`src/rtl/zs_strip_word_decoder_assert.svh`:
```
// Assertion macros for the strip word decoder.
`ifndef ZS_STRIP_WORD_DECODER_ASSERT_SVH
`define ZS_STRIP_WORD_DECODER_ASSERT_SVH

// Same-cycle implication, checked out of reset.
`define ZSD_ASSERT_IMPLY(lbl, clk, rst_n, a, c) \
    lbl: assert property (@(posedge clk) disable iff (!(rst_n)) (a) |-> (c)) \
        else $error("zsd assertion failed");

// Next-cycle implication, checked out of reset.
`define ZSD_ASSERT_NEXT(lbl, clk, rst_n, a, c) \
    lbl: assert property (@(posedge clk) disable iff (!(rst_n)) (a) |=> (c)) \
        else $error("zsd assertion failed");

`endif

```
`src/rtl/zsd_pkg.sv`:
```
`timescale 1ns / 1ps

package zsd_pkg;

    // word type, bits 28:27
    localparam logic [1:0] WT_CLUSTER = 2'd0;
    localparam logic [1:0] WT_STUB    = 2'd1;
    localparam logic [1:0] WT_STATUS  = 2'd2;

    // record kinds
    localparam logic [1:0] KIND_CLUSTER = 2'd0;
    localparam logic [1:0] KIND_HIT     = 2'd1;
    localparam logic [1:0] KIND_STUB    = 2'd2;
    localparam logic [1:0] KIND_STATUS  = 2'd3;

    typedef struct packed {
        logic       load;
        logic       emit;
        logic [1:0] kind;
        logic       last;
        logic       set_sel;
        logic       sel_val;
        logic       clr_hit;
        logic       inc_hit;
    } t_cmd;

    typedef struct packed {
        logic [1:0] wtype;
        logic [1:0] mask;
        logic       sel;
        logic       hit_end;
    } t_sts;

endpackage

```
`src/rtl/zsd_ctrl.sv`:
```
`timescale 1ns / 1ps

module zsd_ctrl
    import zsd_pkg::*;
(
    input  logic i_clk,
    input  logic i_rst_n,
    input  logic i_start,
    input  t_sts i_sts,
    output t_cmd o_cmd,
    output logic o_busy
);

    localparam logic [1:0] S_IDLE   = 2'd0;
    localparam logic [1:0] S_DECODE = 2'd1;
    localparam logic [1:0] S_CLUS   = 2'd2;
    localparam logic [1:0] S_HIT    = 2'd3;

    logic [1:0] r_state;
    logic [1:0] n_state;

    always_ff @(posedge i_clk) begin
        if (!i_rst_n) begin
            r_state <= S_IDLE;
        end else begin
            r_state <= n_state;
        end
    end

    always_comb begin
        n_state = r_state;
        o_cmd   = '0;
        unique case (r_state)
            S_IDLE: begin
                if (i_start) begin
                    o_cmd.load = 1'b1;
                    n_state    = S_DECODE;
                end
            end
            S_DECODE: begin
                unique case (i_sts.wtype)
                    WT_CLUSTER: begin
                        if (i_sts.mask != 2'b00) begin
                            o_cmd.set_sel = 1'b1;
                            o_cmd.sel_val = ~i_sts.mask[0];
                            n_state       = S_CLUS;
                        end else begin
                            n_state = S_IDLE;
                        end
                    end
                    WT_STUB: begin
                        o_cmd.emit = 1'b1;
                        o_cmd.kind = KIND_STUB;
                        o_cmd.last = 1'b1;
                        n_state    = S_IDLE;
                    end
                    WT_STATUS: begin
                        o_cmd.emit = 1'b1;
                        o_cmd.kind = KIND_STATUS;
                        o_cmd.last = 1'b1;
                        n_state    = S_IDLE;
                    end
                    default: begin
                        n_state = S_IDLE;
                    end
                endcase
            end
            S_CLUS: begin
                o_cmd.emit    = 1'b1;
                o_cmd.kind    = KIND_CLUSTER;
                o_cmd.clr_hit = 1'b1;
                n_state       = S_HIT;
            end
            S_HIT: begin
                o_cmd.emit = 1'b1;
                o_cmd.kind = KIND_HIT;
                if (!i_sts.hit_end) begin
                    o_cmd.inc_hit = 1'b1;
                end else if (!i_sts.sel && i_sts.mask[1]) begin
                    o_cmd.set_sel = 1'b1;
                    o_cmd.sel_val = 1'b1;
                    n_state       = S_CLUS;
                end else begin
                    o_cmd.last = 1'b1;
                    n_state    = S_IDLE;
                end
            end
            default: begin
                n_state = S_IDLE;
            end
        endcase
    end

    assign o_busy = (r_state != S_IDLE) || !i_rst_n;

endmodule

```
`src/rtl/zsd_datapath.sv`:
```
`timescale 1ns / 1ps

module zsd_datapath
    import zsd_pkg::*;
#(
    parameter int unsigned MAX_CLUSTER_WIDTH = 8
) (
    input  logic        i_clk,
    input  logic        i_rst_n,
    input  t_cmd        i_cmd,
    input  logic [31:0] i_data_word,
    input  logic [2:0]  i_frontend_id,
    input  logic [2:0]  i_chip_number,
    output t_sts        o_sts,
    output logic        o_strobe,
    output logic [1:0]  o_record_kind,
    output logic [2:0]  o_frontend_tag,
    output logic [2:0]  o_chip_tag,
    output logic [7:0]  o_strip_address,
    output logic [3:0]  o_cluster_size,
    output logic        o_sensor_side,
    output logic [3:0]  o_stub_bend,
    output logic [3:0]  o_stub_flags,
    output logic [8:0]  o_level1_count,
    output logic [8:0]  o_pipe_address,
    output logic [2:0]  o_level1_flags,
    output logic        o_last_record
);

    localparam logic [3:0] MaxWidth = 4'(MAX_CLUSTER_WIDTH);

    logic [31:0] r_word;
    logic [2:0]  r_fe;
    logic [2:0]  r_chip;
    logic        r_sel;
    logic [2:0]  r_hit;

    logic        r_strobe;
    logic [1:0]  r_kind;
    logic [2:0]  r_fe_tag;
    logic [2:0]  r_chip_tag;
    logic [7:0]  r_strip;
    logic [3:0]  r_size;
    logic        r_sensor;
    logic [3:0]  r_bend;
    logic [3:0]  r_sflags;
    logic [8:0]  r_l1cnt;
    logic [8:0]  r_pipe;
    logic [2:0]  r_l1flags;
    logic        r_last;

    logic [7:0]  first;
    logic [2:0]  wcode;
    logic [3:0]  width_raw;
    logic [3:0]  width;
    logic [7:0]  hit_strip;

    assign first     = r_sel ? r_word[21:14] : r_word[10:3];
    assign wcode     = r_sel ? r_word[13:11] : r_word[2:0];
    assign width_raw = {1'b0, wcode} + 4'd1;
    assign width     = (width_raw > MaxWidth) ? MaxWidth : width_raw;
    assign hit_strip = first + {4'b0000, r_hit, 1'b0};

    assign o_sts.wtype   = r_word[28:27];
    assign o_sts.mask    = r_word[25:24];
    assign o_sts.sel     = r_sel;
    assign o_sts.hit_end = (({1'b0, r_hit} + 4'd1) == width);

    always_ff @(posedge i_clk) begin
        if (i_cmd.load) begin
            r_word <= i_data_word;
            r_fe   <= i_frontend_id;
            r_chip <= i_chip_number;
        end
        if (i_cmd.set_sel) begin
            r_sel <= i_cmd.sel_val;
        end
        if (i_cmd.clr_hit) begin
            r_hit <= 3'd0;
        end else if (i_cmd.inc_hit) begin
            r_hit <= r_hit + 3'd1;
        end
    end

    always_ff @(posedge i_clk) begin
        if (!i_rst_n) begin
            r_strobe <= 1'b0;
        end else begin
            r_strobe <= i_cmd.emit;
        end
    end

    always_ff @(posedge i_clk) begin
        if (i_cmd.emit) begin
            r_kind     <= i_cmd.kind;
            r_fe_tag   <= r_fe;
            r_chip_tag <= r_chip;
            r_last     <= i_cmd.last;
            r_strip    <= 8'd0;
            r_size     <= 4'd0;
            r_sensor   <= 1'b0;
            r_bend     <= 4'd0;
            r_sflags   <= 4'd0;
            r_l1cnt    <= 9'd0;
            r_pipe     <= 9'd0;
            r_l1flags  <= 3'd0;
            unique case (i_cmd.kind)
                KIND_CLUSTER: begin
                    r_strip  <= first;
                    r_size   <= width;
                    r_sensor <= first[0];
                end
                KIND_HIT: begin
                    r_strip  <= hit_strip;
                    r_sensor <= hit_strip[0];
                end
                KIND_STUB: begin
                    r_strip  <= r_word[20:13];
                    r_bend   <= r_word[9:6];
                    r_sflags <= r_word[3:0];
                end
                KIND_STATUS: begin
                    r_l1cnt   <= r_word[24:16];
                    r_pipe    <= r_word[12:4];
                    r_l1flags <= {r_word[26], r_word[1], r_word[0]};
                end
            endcase
        end
    end

    assign o_strobe        = r_strobe;
    assign o_record_kind   = r_kind;
    assign o_frontend_tag  = r_fe_tag;
    assign o_chip_tag      = r_chip_tag;
    assign o_strip_address = r_strip;
    assign o_cluster_size  = r_size;
    assign o_sensor_side   = r_sensor;
    assign o_stub_bend     = r_bend;
    assign o_stub_flags    = r_sflags;
    assign o_level1_count  = r_l1cnt;
    assign o_pipe_address  = r_pipe;
    assign o_level1_flags  = r_l1flags;
    assign o_last_record   = r_last;

endmodule

```
`src/rtl/zs_strip_word_decoder.sv`:
```
`timescale 1ns / 1ps
// Channel   Handshake        Transfer when
// ------    ---------------  -----------------------------------
// input     start / busy     start high and busy low at clk edge
// result    o_strobe         o_strobe high, one record per strobe
//
// A word is decoded in the cycle after its transfer; records then go out one per
// cycle, each on the ports in the cycle after the controller issues it.
// Busy covers only the decode state on stub, status, type 3 and empty-mask words;
// cluster words then emit, per enabled cluster, a cluster record and width hit records.
// Reset is synchronous, active low; busy stays high while it is asserted.
// The receiver cannot stall: every strobed record is a transfer.

`include "zs_strip_word_decoder_assert.svh"

module zs_strip_word_decoder
    import zsd_pkg::*;
#(
    parameter int unsigned MAX_CLUSTER_WIDTH = 8
) (
    input  logic        i_clk,
    input  logic        i_rst_n,
    input  logic        start,
    output logic        busy,
    input  logic [31:0] i_data_word,
    input  logic [2:0]  i_frontend_id,
    input  logic [2:0]  i_chip_number,
    output logic        o_strobe,
    output logic [1:0]  o_record_kind,
    output logic [2:0]  o_frontend_tag,
    output logic [2:0]  o_chip_tag,
    output logic [7:0]  o_strip_address,
    output logic [3:0]  o_cluster_size,
    output logic        o_sensor_side,
    output logic [3:0]  o_stub_bend,
    output logic [3:0]  o_stub_flags,
    output logic [8:0]  o_level1_count,
    output logic [8:0]  o_pipe_address,
    output logic [2:0]  o_level1_flags,
    output logic        o_last_record
);

    t_cmd cmd;
    t_sts sts;

    zsd_ctrl u_ctrl (
        .i_clk   (i_clk),
        .i_rst_n (i_rst_n),
        .i_start (start),
        .i_sts   (sts),
        .o_cmd   (cmd),
        .o_busy  (busy)
    );

    zsd_datapath #(
        .MAX_CLUSTER_WIDTH (MAX_CLUSTER_WIDTH)
    ) u_datapath (
        .i_clk           (i_clk),
        .i_rst_n         (i_rst_n),
        .i_cmd           (cmd),
        .i_data_word     (i_data_word),
        .i_frontend_id   (i_frontend_id),
        .i_chip_number   (i_chip_number),
        .o_sts           (sts),
        .o_strobe        (o_strobe),
        .o_record_kind   (o_record_kind),
        .o_frontend_tag  (o_frontend_tag),
        .o_chip_tag      (o_chip_tag),
        .o_strip_address (o_strip_address),
        .o_cluster_size  (o_cluster_size),
        .o_sensor_side   (o_sensor_side),
        .o_stub_bend     (o_stub_bend),
        .o_stub_flags    (o_stub_flags),
        .o_level1_count  (o_level1_count),
        .o_pipe_address  (o_pipe_address),
        .o_level1_flags  (o_level1_flags),
        .o_last_record   (o_last_record)
    );

    `ZSD_ASSERT_NEXT(a_accept_busy, i_clk, i_rst_n, start && !busy, busy)
    `ZSD_ASSERT_NEXT(a_last_gap, i_clk, i_rst_n, o_strobe && o_last_record, !o_strobe)
    `ZSD_ASSERT_NEXT(a_cluster_hit, i_clk, i_rst_n,
        o_strobe && (o_record_kind == KIND_CLUSTER),
        o_strobe && (o_record_kind == KIND_HIT))
    `ZSD_ASSERT_IMPLY(a_single_last, i_clk, i_rst_n,
        o_strobe && ((o_record_kind == KIND_STUB) || (o_record_kind == KIND_STATUS)),
        o_last_record)

endmodule
```
`config.mk`:
```
export PLATFORM = sky130hd
export DESIGN_NAME = zs_strip_word_decoder
export DESIGN_NICKNAME = d
export VERILOG_FILES = /design/src/rtl/zsd_pkg.sv /design/src/rtl/zsd_ctrl.sv /design/src/rtl/zsd_datapath.sv /design/src/rtl/zs_strip_word_decoder.sv
export VERILOG_INCLUDE_DIRS = /design/src /design/src/rtl
export SDC_FILE = /design/constraint.sdc
export NUM_CORES = 1
export LEC_CHECK = 0
export CORE_MARGIN = 2
export CORE_UTILIZATION = 55
export DETAILED_ROUTE_END_ITERATION = 16
export DONT_BUFFER_PORTS = 1
export PLACE_DENSITY = 0.79
export SYNTH_ARGS = -nofsm -noshare
export SYNTH_HDL_FRONTEND = slang
export SYNTH_HIERARCHICAL = 1
export SYNTH_SLANG_ARGS = --single-unit
```
`constraint.sdc`:
```
create_clock -name i_clk -period 4.4 [get_ports i_clk]
set_input_delay 0.44 -clock i_clk [delete_from_list [all_inputs] [get_ports i_clk]]
set_output_delay 0.44 -clock i_clk [all_outputs]
set_load 0.005 [all_outputs]
```
==> results of run 1 <==
## power groups by stage
stage | Sequential [W] | Clock, W | Combinational [W]
after global placement | 0.00109 | 0 | 0.000144
after CTS | 0.00107 | 0.000515 | 0.000149
after floorplan | 0.00108 | 0 | 0.000124
after global routing | 0.00108 | 0.000544 | 0.000166
after detailed placement | 0.00109 | 0 | 0.000149
final | 0.00107 | 0.000501 | 0.000149
## cell families (layout without fill, tap and decap cells)
logic type	Yosys count	in the layout	synth area share, %
AND/OR/NAND/NOR	85	85	11.2
flip-flops	93	93	69.5
AO/OA/AOI/OAI	33	33	6.39
XOR/XNOR	5	5	1.50
multiplexers	18	18	5.25
adder cells (fa/ha/maj)	8	8	2.74
buffers and inverters	28	31	3.50
## metal layers
layer / track usage, % / share of wire (%)
met5: 0 / 0
met2: 28.6 / 51
met3: 4.66 / 5.8
met4: 7.16 / 0.97
met1: 23.0 / 43
## worst register-to-register path, delay by kind of cell (launching register included)
| kind | cells | cell delay (ps) |
|---|---|---|
| and+or+nand+nor | 1 | 400 |
| DFF | 1 | 410 |
| buffers and inverters | 1 | 70 |
| xor gates and xnor gates | 2 | 480 |
| muxes | 1 | 400 |
| adders and majority gates | 1 | 240 |
| AOI/OAI and AO/OA | 2 | 620 |
## cell type report
cell class              instances  area share (%)
multi-input cells             149            25.6
well taps                      96            2.89
repair buffers                  3           0.541
clock inverters                 6            1.14
inverters                      12            1.08
clock buffers                  10            3.07
flip-flops and latches         93            65.6
## synth_stat cells, types with 3 or more instances
cell type	instances	area share [%]
and2_1	11	1.7
nor2_1	20	1.9
nand3_1	5	0.64
and3_1	23	3.7
mux2i_1	8	2.0
nor3_1	4	0.51
o21a_1	3	0.57
dfxtp_1	6	3.1
ha_1	7	2.2
mux2_2	7	2.0
edfxtp_1	87	66
inv_1	12	1.1
o22ai_1	4	0.64
o21ai_0	6	0.76
buf_4	6	1.1
a21oi_1	5	0.64
nand2_1	13	1.2
clkbuf_1	5	0.48
nand2b_1	4	0.64
## registers in the layout, indices dropped and copies added, names as in the netlist, 4 cells and up
signal	count
u_datapath/o_stub_flags	4
u_datapath/o_strip_address	8
u_datapath/o_cluster_size	4
u_datapath/o_level1_count	9
u_datapath/o_stub_bend	4
u_datapath/r_word	29
u_datapath/o_pipe_address	9
## worst max path at each step
stage,endpoint
after floorplan,u_datapath/r_sel
after global placement,u_datapath/r_sel
after detailed placement,u_datapath/r_sel
after CTS,u_datapath/r_sel
after global routing,u_datapath/r_sel
final,u_datapath/r_sel
## stage by stage
stage	worst slack (ps)	instances	utilization, %	total power, W
finish	1470	369	60.6	0.00172
floorplan	1440	270	-	0.00120
CTS	1460	369	60.6	0.00174
global placement	1520	353	58.1	0.00123
global route	1300	369	60.6	0.00179
detailed placement	1510	353	58.1	0.00124
==> results.md, run 1 <==
* Critical R2R Capture: u_datapath/r_sel
* Die Y at just under 90 µm
* Number of flops mapped to enable cells by yosys at 87
* CP Buf/Inv Count at 1
* Routed vias/inst at 5.72
* Mean routed wirelength per cell at 18.1 µm
* Critical-path cell list: mux2_2, ha_1, xnor2_1, xor3_1, a211oi_1, inv_1, or3_1, o21ai_0
* H-Tree Depth at 3
* IO Pins at 94
* RSZ-0062 raised after global routing: no
* Fillers at 521
* Final setup vio count at 0
* Achievable frequency at 342 MHz
* Rows at 30
* Layout cell share with drive strength beyond 1 at 11.4%
* WHS Endpoint: u_datapath/r_word[26]
* Hold Crit Class: primary input to flip-flop
* Clock slew at reported path FFs at approximately 90 ps
* Die Area at roughly 7800 µm²
* GRT Util Overall at 17.7%
* Final Wtd Congestion at 0.842
* CP Data Required Time at 4440 ps
* Logic gate share of total power at 8.7%
* P&R area growth vs syn at 5.82%
* First-pass GRT wire length at just over 10000 µm
* CTS buffer count at 9
* Drt drc at 0
* CTS Root Cell: clkbuf_8
* Fin. max-slew vios at 0
* Final Critical Period at 2930 ps
* Mapped Avg Cell Area at 14.6 µm²
* Multi-input logic area at 1070 µm²
* Critical Path Slowest Stage Cell: a211oi_1
* Core Region at 6870 µm²
* Hold Fails Final Rpt at 0
* Post-Syn Nets at about 320
* FF-to-FF Start: u_datapath/r_sel
* LEAKAGE at between 1.5 and 2 nW
* Share of power burned in the clock network at between 20% and 30%
* Routed WL at 6680 µm
* CP Depth at 8
* Crit path kind: flip-flop to flip-flop
* Detail Placement HPWL at 4310 µm
* Vias in the first global route at 1985
* Largest net degree at the start of global routing at 53
* Initial core utilization at 57.3%
* DRT iter0 DRCs at 116
* Hold Path Depth at 0
* Cell area after layout at approximately 4200 µm²
* CTS sink cnt at 93
* Slew HR at between 20% and 30%
* NetSw at 0.000422 W
* Min-Delay Startpoint: i_data_word[26]
* IR drop worst, VDD at around 0.20 mV
* Sw frac at 24.5%
* Yosys reg bits at 93
* Worst-skew pair later-pin latency at 350 ps
* Crit share post-route at 66.5%
* Gr ovfl total at 0
* Die width at 88.6 µm
* FFs w/ async S/R, synth at 0%
* Ant diodes at 0
* Syn Inst Count at 270
* Register area at approximately 2700 µm²
* DP Area at about 4000 µm²
* Slowest stage delay, CP at slightly above 500 ps
* Setup TNS at 0 ps
* CTS Hold Buffers Added at 0
* Crit path launch: u_datapath/r_sel
* IO Port Bufs at 0
* Synth warn at 6
* Status: completed
* Most frequent cells in the layout: 87 x edfxtp_1, 23 x and3_1, 20 x nor2_1, 12 x inv_1, 12 x nand2_1
* Post-CTS Setup Repair Bufs at 0
* CP Capture Type: flip-flop
* Power Dens Cells at 414 nW/µm²
* CTS tree: yes
* WHS at 180 ps
* R2r worst-path depth at 8
* Crit path DAT at about 3000 ps
* Post-Synthesis Cell Area at 3930 µm²
* Seq pwr share at 62.2%
* Clock Skews at 6.11 ps
* Reg2Reg Setup Slack at 1470 ps
* Seq/Total Area, Yosys at just under 70%
* Pre-antenna DRT Iters at 4
* Vias at between 2000 and 2500
* Synth Flop Type: edfxtp_1
* Internal power at 0.00130 W
* Worst Setup Start Kind: flip-flop
* Synth unique cells at 45
* Slew of the pin with the lowest slew margin at 1170 ps
* Delay-heaviest family, CP: compound AO/OA/AOI/OAI gates
* Max Fanout on Critical Path at 5
* Initial antenna violation count at 0
* # Max-Cap Violations at 0
* PostCTS Resize Cnt at 0
* Antenna-violating nets left at 0
* Clk buf depth at 2
* Commonest non-fill, non-tap cell in the layout: edfxtp_1
* Fin nets at 317
(Power assumes the default switching activity.)
==> run 2: changes to the inputs <==
--- a/config.mk
+++ b/config.mk
@@ -6,6 +6,7 @@
 export SDC_FILE = /design/constraint.sdc
 export NUM_CORES = 1
 export LEC_CHECK = 0
+export ABC_AREA = 1
 export CORE_MARGIN = 2
 export CORE_UTILIZATION = 55
 export DETAILED_ROUTE_END_ITERATION = 16
==> constraint.sdc (replaced) <==
create_clock -name i_clk -period 2.95 [get_ports i_clk]
set_input_delay 0.295 -clock i_clk [delete_from_list [all_inputs] [get_ports i_clk]]
set_output_delay 0.295 -clock i_clk [all_outputs]
set_load 0.005 [all_outputs]
==> run 2 against run 1 <==
  * Final cell count is 22% higher
  * Area after synthesis down 0.45%
  * Sequential share of layout area decreased by 2.5 points
  * Non-clock buffer count is 9 higher
  * Power rose by 63%
  * Maximum frequency increased by 18%
  * Routed wire length about the same
  * First-iteration DRC count rose by 28%
  * Clock-buffer cell count decreased by 1
  * Via count increased by 7.7%
  * Final area increased by 3.9%
  * Largest power group unchanged
  * Highest routed layer unchanged
==> results.md, run 2 <==
* Drt drc at 0
* Seq/Total Area, Yosys at between 60% and 70%
* Crit path DAT at about 2600 ps
* Max reg flops at 29
* P&R area growth vs syn at 10.4%
* Synth top area cells: edfxtp_1 67%, nand2_1 5.7%, inv_1 5.3%
* Count leader, synth: edfxtp_1
* Vias in the first global route at around 2100
* Number of flops mapped to enable cells by yosys at slightly below 90
* Biggest register: u_datapath/r_word
* Die Area at a little under 8000 µm²
* First-pass GRT wire length at 10400 µm
* Synth warn at 6
* Detail Placement HPWL at 4640 µm
* Vias at 2274
* Register area at 2730 µm²
* Clock slew at reported path FFs at 90 ps
* Hold Fails Final Rpt at 0
* Fin. max-slew vios at 0
* Synth unique cells at 32
* Initial core utilization at a little under three fifths
* # Max-Cap Violations at 0
* Ant diodes at 0
* CP dominant cell by count: nor2_1
* CTS buffer count at 9
* Post-Synthesis Cell Area at 3920 µm²
* Slowest stage delay, CP at between 500 and 600 ps
* Post-CTS Setup Repair Bufs at 0
* Hold Crit Class: primary input to flip-flop
* GRT Util Overall at 18.1%
* Critical-path cell list: o21ai_0, ha_1, inv_1, fa_1, nor2_1, nor2_1, nor2_1, nand2_1, nand3_1, o211ai_2
* RSZ-0062 raised after global routing: no
* CTS Root Cell: clkbuf_8
* Achievable frequency at 404 MHz
* Pre-antenna DRT Iters at 7
* Synth cell count leaders: 87 x edfxtp_1, 59 x nand2_1, 55 x inv_1
* Setup TNS at 0 ps
* CP Capture Type: flip-flop
* Commonest non-fill, non-tap cell in the layout: edfxtp_1
* Routed vias/inst at 5.06
* Gr ovfl total at 0
* Synth Flop Type: edfxtp_1
* Clock Skews at 9.19 ps
* IO Port Bufs at 0
* Most frequent cells in the layout: 87 x edfxtp_1, 59 x nand2_1, 55 x inv_1, 47 x nor2_1, 16 x nand3_1
* WHS at 23.8 ps
* Slew of the pin with the lowest slew margin at 812 ps
* Worst Setup Start Kind: flip-flop
* Initial antenna violation count at 0
* Largest area contributor in the netlist: edfxtp_1
* H-Tree Depth at 3
* Yosys top cell area share at about two thirds
* Critical Path Slowest Stage Cell: edfxtp_1
* Fin nets at 397
* Worst-skew pair later-pin latency at 360 ps
* CTS sink cnt at 93
* Syn Inst Count at ~340
* Fillers at 513
* Yosys reg bits at 93
* Mapped Avg Cell Area at around 12 µm²
* Die Y at between 80 and 90 µm
* Final setup vio count at 0
* Mean routed wirelength per cell at 14.9 µm
* IO Pins at 94
* Final Wtd Congestion at 0.799
* Crit path kind: flip-flop to flip-flop
* Power Dens Cells at 648 nW/µm²
* FFs w/ async S/R, synth at 0%
* LEAKAGE at 1.76 nW
* Clk buf depth at 2
* Final Critical Period at 2480 ps
* Slew HR at 45.7%
* DRT iter0 DRCs at 149
* CP Data Required Time at 3060 ps
* Layout cell share with drive strength beyond 1 at 10.8%
* Largest net degree at the start of global routing at 43
* Routed WL at 6680 µm
* Multi-input logic area at 908 µm²
* Max Fanout on Critical Path at 8
* Die width at 88.4 µm
* PostCTS Resize Cnt at 0
* Antenna-violating nets left at 0
* Rows at 30
* Status: completed
* CTS tree: yes
* Crit share post-route at 84.0%
* Core Region at 6830 µm²
* IR drop worst, VDD at between 0.4 and 0.5 mV
* Post-Syn Nets at 384
run 2: cell count changes in the layout (fill, tap and decap cells not counted), sizes merged, moves of 11 or more:
cell,delta
nand2,+55
and3,-23
nand3,+12
nor2,+30
and2,-11
inv,+44
run 2: cell type report:
cell class / instances / area share (%)
Multi-Input combinational cell: 175 / 21.0
Tap cell: 96 / 2.78
Clock inverter: 7 / 2.26
Timing Repair Buffer: 12 / 2.84
Inverter: 57 / 5.06
Sequential cell: 93 / 63.2
Clock buffer: 9 / 2.86
run 2: where the power goes:
group          leakage (nW)  switching (W)  internal (W)
logic                 0.780       0.000180     0.0000935
registers             0.873      0.0000539       0.00155
clock network         0.107       0.000445      0.000480
total                  1.76       0.000678       0.00212
run 2: routing by layer:
metal	up-vias	GRT usage, %	wire length [µm]
met5	-	0	0
met4	0	5.37	74
met3	6	7.74	484
met2	82	28.5	3190
met1	1065	22.9	2930
li1	1121	-	-
run 2: through the flow:
step                      total power (W)  worst slack (ps)  cell area, µm²  std cells  util, %
after global placement            0.00188               545            4020        425     58.9
after floorplan                   0.00182               412            3930        335        -
after CTS                         0.00280               474            4240        441     62.1
final                             0.00280               472            4320        449     63.3
after global routing              0.00292               241            4320        449     63.3
after detailed placement          0.00190               494            4020        425     58.9
run 2: worst max-delay path: cells and delay by family (launching register included):
family	cells	cell delay, ps
buffers and inverters	1	60
adders and majority gates	2	610
and+or+nand+nor	5	590
AOI/OAI and AO/OA	2	410
DFF	1	570
run 2: kinds of logic (layout without fill, tap and decap cells):
group,Yosys count,after routing,synth area share (%)
AOI/OAI and AO/OA,25,25,3.74
xor gates and xnor gates,1,1,0.224
adders and majority gates,8,8,2.75
buffers and inverters,67,85,7.60
DFF,93,93,69.8
and+or+nand+nor,141,141,15.9
run 2: what timing repair did:
action / 4_1_cts / 5_1_grt
hold endpoints to repair: 0 / 8
hold buffers: 0 / 8
endpoints found under the setup margin: 0 / 0
run 2: path summary, 6_finish.rpt:
kind,slack [ps],cells after the start,end,startpoint
max,470,10,u_datapath/o_strip_address[5],u_datapath/r_sel
min,20,0,u_datapath/r_word[0],i_data_word[0]
max reg2reg,470,10,u_datapath/o_strip_address[5],u_datapath/r_sel
min reg2reg,430,0,u_datapath/o_chip_tag[0],u_datapath/r_chip[0]
